==> src/hdl/dsa_pkg.sv <==
package dsa_pkg;

  localparam int WORD_BYTES_DEF   = 8;
  localparam int HEADER_BYTES_DEF = 8;
  localparam int QUEUE_DEPTH      = 2;

  localparam logic [3:0] OP_HIGH_PERM      = 4'd0;
  localparam logic [3:0] OP_LOW_PERM       = 4'd1;
  localparam logic [3:0] OP_TEMP_LOW       = 4'd2;
  localparam logic [3:0] OP_TEMP_HIGH      = 4'd3;
  localparam logic [3:0] OP_REALLOC        = 4'd4;
  localparam logic [3:0] OP_FREE           = 4'd5;
  localparam logic [3:0] OP_CONVERT        = 4'd6;
  localparam logic [3:0] OP_CLR_LOW_TEMP   = 4'd7;
  localparam logic [3:0] OP_CLR_HIGH_TEMP  = 4'd8;
  localparam logic [3:0] OP_CLR_HIGH       = 4'd9;
  localparam logic [3:0] OP_CLR_LOW        = 4'd10;
  localparam logic [3:0] OP_CLR_ALL        = 4'd11;
  localparam logic [3:0] OP_GET_MARK       = 4'd12;
  localparam logic [3:0] OP_HIDE           = 4'd13;
  localparam logic [3:0] OP_SHOW           = 4'd14;

  localparam logic [1:0] STATUS_OK        = 2'd0;
  localparam logic [1:0] STATUS_OVERFLOW  = 2'd1;
  localparam logic [1:0] STATUS_UNDERFLOW = 2'd2;

  typedef struct packed {
    logic [3:0]  op;
    logic [30:0] size;
    logic [3:0]  align_log2;
    logic [30:0] mark;
  } req_t;

  typedef struct packed {
    logic [3:0]  op;
    logic [30:0] size;
    logic [30:0] mark;
    logic [31:0] align_mask;
    logic [31:0] size_plus_mask;
    logic [31:0] padded;
  } cmd_t;

  typedef struct packed {
    logic [31:0] address;
    logic [31:0] value;
    logic [1:0]  status;
    logic [31:0] low_perm_out;
    logic [31:0] low_temp_out;
    logic [31:0] high_perm_out;
    logic [31:0] high_temp_out;
  } rsp_t;

endpackage

==> src/hdl/double_ended_stack_allocator.sv <==
// Two-ended bump allocator bookkeeping over one region.
// Request channel: in_valid / in_ready with an in_data word holding op, size,
// align_log2 and mark. Result channel: out_valid / out_ready with an out_data
// word holding address, value, status and the four marks after the request.
// Config channel: cfg_valid / cfg_ready writes region_total; cfg_ready is
// always high, and writes are meant for when no request is in flight.
// Path: a request accepted by the input stage moves on into the queue and then
// into the result register, which holds the result word.
// Throughput: one request per cycle while out_ready is high; every operation
// is resolved in the back stage, in which the mark registers read and update,
// and word rounding of sizes is done ahead of that in the input stage.
// Reset (rst, synchronous) clears all four marks, region_total and every
// valid bit; no request is held across it.
// When the receiver stalls, the result register holds its word, the queue
// between the input stage and the mark update fills, and in_ready drops
// once the queue and the input stage are both full; nothing is lost or repeated.
module double_ended_stack_allocator #(
  parameter int WORD_BYTES   = dsa_pkg::WORD_BYTES_DEF,
  parameter int HEADER_BYTES = dsa_pkg::HEADER_BYTES_DEF
) (
  input  logic          clk,
  input  logic          rst,
  input  logic          cfg_valid,
  output logic          cfg_ready,
  input  logic [30:0]   cfg_data,
  input  logic          in_valid,
  output logic          in_ready,
  input  dsa_pkg::req_t in_data,
  output logic          out_valid,
  input  logic          out_ready,
  output dsa_pkg::rsp_t out_data
);

  logic          push_valid;
  logic          push_ready;
  dsa_pkg::cmd_t push_cmd;
  logic          pop_valid;
  logic          pop_ready;
  dsa_pkg::cmd_t pop_cmd;

  assign cfg_ready = 1'b1;

  dsa_front #(
    .WORD_BYTES  (WORD_BYTES),
    .HEADER_BYTES(HEADER_BYTES)
  ) u_front (
    .clk       (clk),
    .rst       (rst),
    .in_valid  (in_valid),
    .in_ready  (in_ready),
    .in_data   (in_data),
    .push_valid(push_valid),
    .push_ready(push_ready),
    .push_cmd  (push_cmd)
  );

  dsa_queue u_queue (
    .clk       (clk),
    .rst       (rst),
    .push_valid(push_valid),
    .push_ready(push_ready),
    .push_cmd  (push_cmd),
    .pop_valid (pop_valid),
    .pop_ready (pop_ready),
    .pop_cmd   (pop_cmd)
  );

  dsa_back #(
    .HEADER_BYTES(HEADER_BYTES)
  ) u_back (
    .clk      (clk),
    .rst      (rst),
    .cfg_valid(cfg_valid && cfg_ready),
    .cfg_data (cfg_data),
    .pop_valid(pop_valid),
    .pop_ready(pop_ready),
    .pop_cmd  (pop_cmd),
    .out_valid(out_valid),
    .out_ready(out_ready),
    .out_data (out_data)
  );

endmodule

==> src/hdl/dsa_queue.sv <==
module dsa_queue (
  input  logic          clk,
  input  logic          rst,
  input  logic          push_valid,
  output logic          push_ready,
  input  dsa_pkg::cmd_t push_cmd,
  output logic          pop_valid,
  input  logic          pop_ready,
  output dsa_pkg::cmd_t pop_cmd
);

  localparam int DEPTH = dsa_pkg::QUEUE_DEPTH;
  localparam int PTR_W = (DEPTH > 1) ? $clog2(DEPTH) : 1;
  localparam int CNT_W = $clog2(DEPTH + 1);

  dsa_pkg::cmd_t entries [DEPTH];
  logic [PTR_W-1:0] wr_ptr;
  logic [PTR_W-1:0] rd_ptr;
  logic [CNT_W-1:0] count;
  logic do_push;
  logic do_pop;

  assign push_ready = (count != CNT_W'(DEPTH));
  assign pop_valid  = (count != '0);
  assign do_push    = push_valid && push_ready;
  assign do_pop     = pop_valid && pop_ready;
  assign pop_cmd    = entries[rd_ptr];

  always_ff @(posedge clk) begin
    if (do_push) begin
      entries[wr_ptr] <= push_cmd;
    end
  end

  always_ff @(posedge clk) begin
    if (rst) begin
      wr_ptr <= '0;
      rd_ptr <= '0;
      count  <= '0;
    end else begin
      if (do_push) begin
        wr_ptr <= (wr_ptr == PTR_W'(DEPTH - 1)) ? '0 : wr_ptr + 1'b1;
      end
      if (do_pop) begin
        rd_ptr <= (rd_ptr == PTR_W'(DEPTH - 1)) ? '0 : rd_ptr + 1'b1;
      end
      if (do_push && !do_pop) begin
        count <= count + 1'b1;
      end else if (do_pop && !do_push) begin
        count <= count - 1'b1;
      end
    end
  end

endmodule

==> src/hdl/dsa_front.sv <==
module dsa_front #(
  parameter int WORD_BYTES   = dsa_pkg::WORD_BYTES_DEF,
  parameter int HEADER_BYTES = dsa_pkg::HEADER_BYTES_DEF
) (
  input  logic          clk,
  input  logic          rst,
  input  logic          in_valid,
  output logic          in_ready,
  input  dsa_pkg::req_t in_data,
  output logic          push_valid,
  input  logic          push_ready,
  output dsa_pkg::cmd_t push_cmd
);

  localparam logic [31:0] WORD_U  = 32'(WORD_BYTES);
  localparam logic [31:0] HDR_U   = 32'(HEADER_BYTES);
  localparam logic [31:0] RECIP   = 32'((64'd1 << 32) / WORD_BYTES);

  logic        a_valid;
  logic [3:0]  a_op;
  logic [30:0] a_size;
  logic [3:0]  a_align;
  logic [30:0] a_mark;
  logic [31:0] a_x;
  logic [31:0] a_q;

  logic [31:0] x;
  logic [63:0] product;
  logic [31:0] qw;
  logic [31:0] rem0;
  logic [31:0] rem;
  logic [31:0] align_mask;

  // word rounding: quotient estimate by reciprocal, off by at most one
  assign x       = 32'(in_data.size) + 32'(WORD_BYTES - 1);
  assign product = 64'(x) * 64'(RECIP);

  assign in_ready = !a_valid || push_ready;

  always_ff @(posedge clk) begin
    if (rst) begin
      a_valid <= 1'b0;
    end else if (in_ready) begin
      a_valid <= in_valid;
    end
  end

  always_ff @(posedge clk) begin
    if (in_valid && in_ready) begin
      a_op    <= in_data.op;
      a_size  <= in_data.size;
      a_align <= in_data.align_log2;
      a_mark  <= in_data.mark;
      a_x     <= x;
      a_q     <= product[63:32];
    end
  end

  assign qw         = a_q * WORD_U;
  assign rem0       = a_x - qw;
  assign rem        = (rem0 >= WORD_U) ? rem0 - WORD_U : rem0;
  assign align_mask = (32'd1 << a_align) - 32'd1;

  assign push_valid              = a_valid;
  assign push_cmd.op             = a_op;
  assign push_cmd.size           = a_size;
  assign push_cmd.mark           = a_mark;
  assign push_cmd.align_mask     = align_mask;
  assign push_cmd.size_plus_mask = 32'(a_size) + align_mask;
  assign push_cmd.padded         = a_x - rem + HDR_U;

endmodule

==> src/hdl/dsa_back.sv <==
module dsa_back #(
  parameter int HEADER_BYTES = dsa_pkg::HEADER_BYTES_DEF
) (
  input  logic          clk,
  input  logic          rst,
  input  logic          cfg_valid,
  input  logic [30:0]   cfg_data,
  input  logic          pop_valid,
  output logic          pop_ready,
  input  dsa_pkg::cmd_t pop_cmd,
  output logic          out_valid,
  input  logic          out_ready,
  output dsa_pkg::rsp_t out_data
);

  localparam logic [31:0] HDR_U = 32'(HEADER_BYTES);

  logic [30:0] region;
  logic [31:0] lp;
  logic [31:0] lt;
  logic [31:0] hp;
  logic [31:0] ht;

  logic [31:0] lp_next;
  logic [31:0] lt_next;
  logic [31:0] hp_next;
  logic [31:0] ht_next;
  logic [31:0] addr;
  logic [31:0] val;
  logic [1:0]  status;

  logic [31:0] region32;
  logic [31:0] size32;
  logic [31:0] mark32;
  logic [31:0] hp_al;
  logic [31:0] lp_al;
  logic [31:0] lp_alloc;
  logic [31:0] lt_temp;
  logic [31:0] ht_temp;
  logic [31:0] lt_realloc;
  logic        do_pop;

  function automatic logic exceeds(input logic [31:0] a, input logic [31:0] b,
                                   input logic [30:0] total);
    return ({1'b0, a} + {1'b0, b}) > {2'b0, total};
  endfunction

  assign region32   = {1'b0, region};
  assign size32     = {1'b0, pop_cmd.size};
  assign mark32     = {1'b0, pop_cmd.mark};
  assign hp_al      = (hp + pop_cmd.size_plus_mask) & ~pop_cmd.align_mask;
  assign lp_al      = (lp + pop_cmd.align_mask) & ~pop_cmd.align_mask;
  assign lp_alloc   = lp_al + size32;
  assign lt_temp    = lt + pop_cmd.padded;
  assign ht_temp    = ht + size32;
  assign lt_realloc = lp + size32;

  assign pop_ready = !out_valid || out_ready;
  assign do_pop    = pop_valid && pop_ready;

  always_comb begin
    lp_next = lp;
    lt_next = lt;
    hp_next = hp;
    ht_next = ht;
    addr    = '0;
    val     = '0;
    status  = dsa_pkg::STATUS_OK;
    case (pop_cmd.op)
      dsa_pkg::OP_HIGH_PERM: begin
        hp_next = hp_al;
        ht_next = hp_al;
        addr    = region32 - hp_al;
        if (exceeds(lt, hp_al, region)) status = dsa_pkg::STATUS_OVERFLOW;
      end
      dsa_pkg::OP_LOW_PERM: begin
        addr    = lp_al;
        lp_next = lp_alloc;
        lt_next = lp_alloc;
        if (exceeds(lp_alloc, ht, region)) status = dsa_pkg::STATUS_OVERFLOW;
      end
      dsa_pkg::OP_TEMP_LOW: begin
        addr    = lt + HDR_U;
        lt_next = lt_temp;
        val     = pop_cmd.padded;
        if (exceeds(lt_temp, ht, region)) status = dsa_pkg::STATUS_OVERFLOW;
      end
      dsa_pkg::OP_TEMP_HIGH: begin
        ht_next = ht_temp;
        addr    = region32 - ht_temp;
        if (exceeds(lt, ht_temp, region)) status = dsa_pkg::STATUS_OVERFLOW;
      end
      dsa_pkg::OP_REALLOC: begin
        lt_next = lt_realloc;
        addr    = lp;
        if (exceeds(lt_realloc, ht, region)) status = dsa_pkg::STATUS_OVERFLOW;
      end
      dsa_pkg::OP_FREE: begin
        if (size32 > lt) begin
          lt_next = '0;
          status  = dsa_pkg::STATUS_UNDERFLOW;
        end else begin
          lt_next = lt - size32;
        end
      end
      dsa_pkg::OP_CONVERT: begin
        lp_next = lt;
      end
      dsa_pkg::OP_CLR_LOW_TEMP: begin
        lt_next = lp;
      end
      dsa_pkg::OP_CLR_HIGH_TEMP: begin
        ht_next = hp;
      end
      dsa_pkg::OP_CLR_HIGH: begin
        ht_next = mark32;
        hp_next = mark32;
      end
      dsa_pkg::OP_CLR_LOW: begin
        lt_next = mark32;
        lp_next = mark32;
      end
      dsa_pkg::OP_CLR_ALL: begin
        lp_next = '0;
        lt_next = '0;
        hp_next = '0;
        ht_next = '0;
      end
      dsa_pkg::OP_GET_MARK: begin
        val = hp;
      end
      dsa_pkg::OP_HIDE: begin
        val     = lp;
        lp_next = lt;
      end
      dsa_pkg::OP_SHOW: begin
        lp_next = mark32;
      end
      default: begin
      end
    endcase
  end

  always_ff @(posedge clk) begin
    if (rst) begin
      region    <= '0;
      lp        <= '0;
      lt        <= '0;
      hp        <= '0;
      ht        <= '0;
      out_valid <= 1'b0;
    end else begin
      if (cfg_valid) begin
        region <= cfg_data;
      end
      if (do_pop) begin
        lp        <= lp_next;
        lt        <= lt_next;
        hp        <= hp_next;
        ht        <= ht_next;
        out_valid <= 1'b1;
      end else if (out_ready) begin
        out_valid <= 1'b0;
      end
    end
  end

  always_ff @(posedge clk) begin
    if (do_pop) begin
      out_data.address       <= addr;
      out_data.value         <= val;
      out_data.status        <= status;
      out_data.low_perm_out  <= lp_next;
      out_data.low_temp_out  <= lt_next;
      out_data.high_perm_out <= hp_next;
      out_data.high_temp_out <= ht_next;
    end
  end

endmodule

==> config.mk <==
export PLATFORM = sky130hd
export DESIGN_NAME = double_ended_stack_allocator
export DESIGN_NICKNAME = d
export VERILOG_FILES = /design/src/hdl/dsa_pkg.sv /design/src/hdl/double_ended_stack_allocator.sv /design/src/hdl/dsa_queue.sv /design/src/hdl/dsa_front.sv /design/src/hdl/dsa_back.sv
export SDC_FILE = /design/constraint.sdc
export NUM_CORES = 2
export LEC_CHECK = 0
export BUFFER_PORTS_ARGS = -buffer_cell sky130_fd_sc_hd__buf_2
export CORE_ASPECT_RATIO = 0.6
export CORE_MARGIN = 2
export CORE_UTILIZATION = 45
export CTS_CLUSTER_DIAMETER = 50
export CTS_CLUSTER_SIZE = 40
export DETAILED_ROUTE_END_ITERATION = 10
export GPL_TIMING_DRIVEN = 0
export PLACE_DENSITY_LB_ADDON = 0.15
export RECOVER_POWER = 25
export SLEW_MARGIN = 20
export SYNTH_ARGS = -nofsm -noshare
export SYNTH_HDL_FRONTEND = slang
export SYNTH_SLANG_ARGS = --single-unit
==> constraint.sdc <==
create_clock -name clk -period 21 [get_ports clk]
set_clock_uncertainty 0.1 [all_clocks]
set_input_delay 2.1 -clock clk [delete_from_list [all_inputs] [get_ports clk]]
set_output_delay 2.1 -clock clk [all_outputs]
set_load 0.02 [all_outputs]
==> results_dict.tcl <==
set metrics [dict create \
    post_route_cells_drive_above_1_share_pct 9.916 \
    final_hold_viol_count 0 \
    post-route-min-period_ps 15380 \
    crit_arrival_ps 15780 \
    grt_pass1_vias 47420 \
    port_buffers 299 \
    vias 53020 \
    setup_viol 0 \
    cts_buffers 74 \
    firstDrtPassIters 10 \
    yosys.area_share.simple_pct 14.40 \
    drtIter0Drc 8018 \
    maxClockFrequency_mhz 65.01 \
    worstSetupEndpoint "u_back.out_data[128]" \
    post_cts_resized 0 \
    synth_ff_type "edfxtp_1" \
    violations "max-capacitance violations, max-slew violations" \
    syn_area_per_cell_um2 9.595 \
    chipWidth_um 464.8 \
    synth-compound-area-share_pct 20.04 \
    coreArea_um2 126500 \
    grt_pass1_wl_um 365200 \
    grt_overflow 0 \
    dieArea_um2 130300 \
    root_buffer "clkbuf_16" \
    end_kind "flop" \
    hp-class "flop to flop" \
    finalWirelength_um 272700 \
    yosys_register_bits 775 \
    synth_xor_area_share_pct 6.952 \
    synth_edf_count 609 \
    die_y_um 280.5 \
    clkTransAtPathRegs_ps 90 \
    dp_hpwl_um 228500 \
    clkSinkCount 775 \
    postCtsSetupRepairBufs 0 \
    synth.area.top_cells "edfxtp_1 32%, ha_1 14%, dfxtp_1 5.8%" \
    drcViolationCount 0 \
    synth_top_family_by_area "compound AO/OA/AOI/OAI gates" \
    status "complete, but fails checks" \
    yosysSeqAreaShare_pct 37.70 \
    final_common_cell "ha_1" \
    rsz0062_at_grt "no" \
    ys_types 97 \
    tns_ps 0 \
    netlist_area_um2 57320 \
    final_max_slew_viol_count 179 \
    synth_top_area_share_pct 31.90 \
    timing.slew.headroom_pct -97.43 \
    start_util_pct 45.31 \
    htreeDepth 3 \
    tritoncts "done" \
    worstPathRequired_ps 21400 \
    cpPeakStageDelay_ps 790 \
    synthAdderAreaFrac_pct 14.21 \
    reg2reg_to "u_back.out_data[128]" \
    worstSkewPairLatency_ps 740 \
    cap_viol_max_count 5 \
    r2r_setup_slack_ps 5620 \
    ioPinCount 303 \
    grt_max_degree 59 \
    fillCellCount 11580 \
    path_class "flop to flop" \
    worstRegToRegCells 43 \
    ys_async_sr_fraction_pct 0 \
    critPathLaunchType "flop" \
    antenna_found_initial 28 \
    wl_per_cell_um 33.38 \
    post-route-period-util_pct 73.25 \
    std_cell_rows 101 \
    syn_inst 5974 \
    yosysWarnings 0 \
    synthMuxAreaShare_pct 3.898 \
    vias_per_cell 6.491 \
    final_antenna_net_count 0 \
    ctsLongestPathBuffers 3 \
    worst-path-max-fanout 10 \
    final_nets 7153 \
    cts_hold_buf 0 \
    gp_congestion 1.058 \
    tightest_slew_ps 2961 \
    area_growth_pct 12.39 \
    grt_usage_pct 40.41 \
    synth_top_area_cell "edfxtp_1" \
    crit_slowest_cell "a2111oi_0" \
    mostFrequentLayoutCells "630 x ha_1, 609 x edfxtp_1, 569 x nor2_1" \
]
==> layer usage <==
layer | wire length (µm) | GRT usage (%)
met4 | 8152 | 10.71
met2 | 97240 | 50.15
met1 | 119700 | 59.43
met5 | 607 | 1.589
met3 | 46950 | 20.65
==> through the flow <==
step	instances	utilization (%)	cell area (µm²)	hold slack (ps)	setup slack, ps
2_1_floorplan	6005	-	57440	321.5	11230
6_report	8168	50.93	64420	349.2	5617
3_3_place_gp	8003	48.27	61060	323.5	4700
3_5_place_dp	8027	48.73	61640	331.4	6086
4_1_cts	8163	50.93	64420	345.9	5934
5_1_grt	8163	50.92	64410	358.7	5238
==> worst min-delay path by stage <==
stage,start,end,slack (ps),depth (start not counted)
final,u_front.a_mark[3],u_queue.entries[0][99],350,0
after global placement,u_front.a_mark[26],u_queue.entries[0][122],320,0
after floorplan,u_front.a_mark[4],u_queue.entries[0][100],320,0
after CTS,u_front.a_mark[3],u_queue.entries[0][99],350,0
after global routing,u_front.a_mark[28],u_queue.entries[0][124],360,0
after detailed placement,u_front.a_mark[5],u_queue.entries[0][101],330,0
==> worst max-delay path, delay by kind of cell, from the launching register on <==
kind,cells,cell delay [ps]
AND/OR/NAND/NOR,8,1580
adder cells (fa/ha/maj),3,1300
buffers and inverters,9,4530
AO/OA/AOI/OAI,20,5690
multiplexers,1,700
XOR/XNOR,2,810
flip-flops,1,340
==> cell families (layout without fill, tap and decap cells) <==
kind of cell    after synthesis  in the layout
compound gates             1706           1706
buf+inv                     421            880
simple gates               1762           1762
flops                       775            775
xor+xnor                    455            455
mux                         210            210
fa+ha+maj                   643            643
other cells                   2             38
==> registers in the layout, indices dropped and copies added, names as in the netlist, 2 cells and up, named ones only <==
| register | count |
|---|---|
| u_front.a_size | 31 |
| u_back.ht | 32 |
| u_front.a_op | 4 |
| u_back.region | 31 |
| u_back.lp | 32 |
| u_back.hp | 32 |
| u_front.a_mark | 31 |
| u_queue.entries | 316 |
| u_front.a_x | 29 |
| u_back.lt | 32 |
| u_front.a_align | 4 |
| u_back.out_data | 194 |
| u_queue.count | 2 |
==> cell usage after synthesis, types with 90 or more instances <==
| cell | number |
|---|---|
| a211oi_1 | 102 |
| a21o_1 | 192 |
| a21oi_1 | 467 |
| clkbuf_1 | 135 |
| dfxtp_1 | 166 |
| edfxtp_1 | 609 |
| ha_1 | 630 |
| inv_1 | 247 |
| mux2_2 | 102 |
| mux2i_1 | 107 |
| nand2_1 | 457 |
| nand2b_1 | 90 |
| nand3_1 | 110 |
| nor2_1 | 587 |
| nor3_1 | 124 |
| o21ai_0 | 282 |
| xnor2_1 | 315 |
| xor2_1 | 140 |
==> cell type report <==
type                       instances  area, µm²  area share, %
clock buffer                      77       1863          2.892
sequential                       775      21610          33.55
tap                             1699       2126          3.300
timing repair buffer             323       1841          2.857
antenna                            5      12.51        0.01942
inverter                         247      927.1          1.439
buffer                           174      690.7          1.072
clock inverter                    59      920.9          1.429
multi-input combinational       4809      34430          53.45
Power is left out: the tool's default activity adds up to more than one toggle a clock period on the data nets, which glitch-free logic cannot reach.
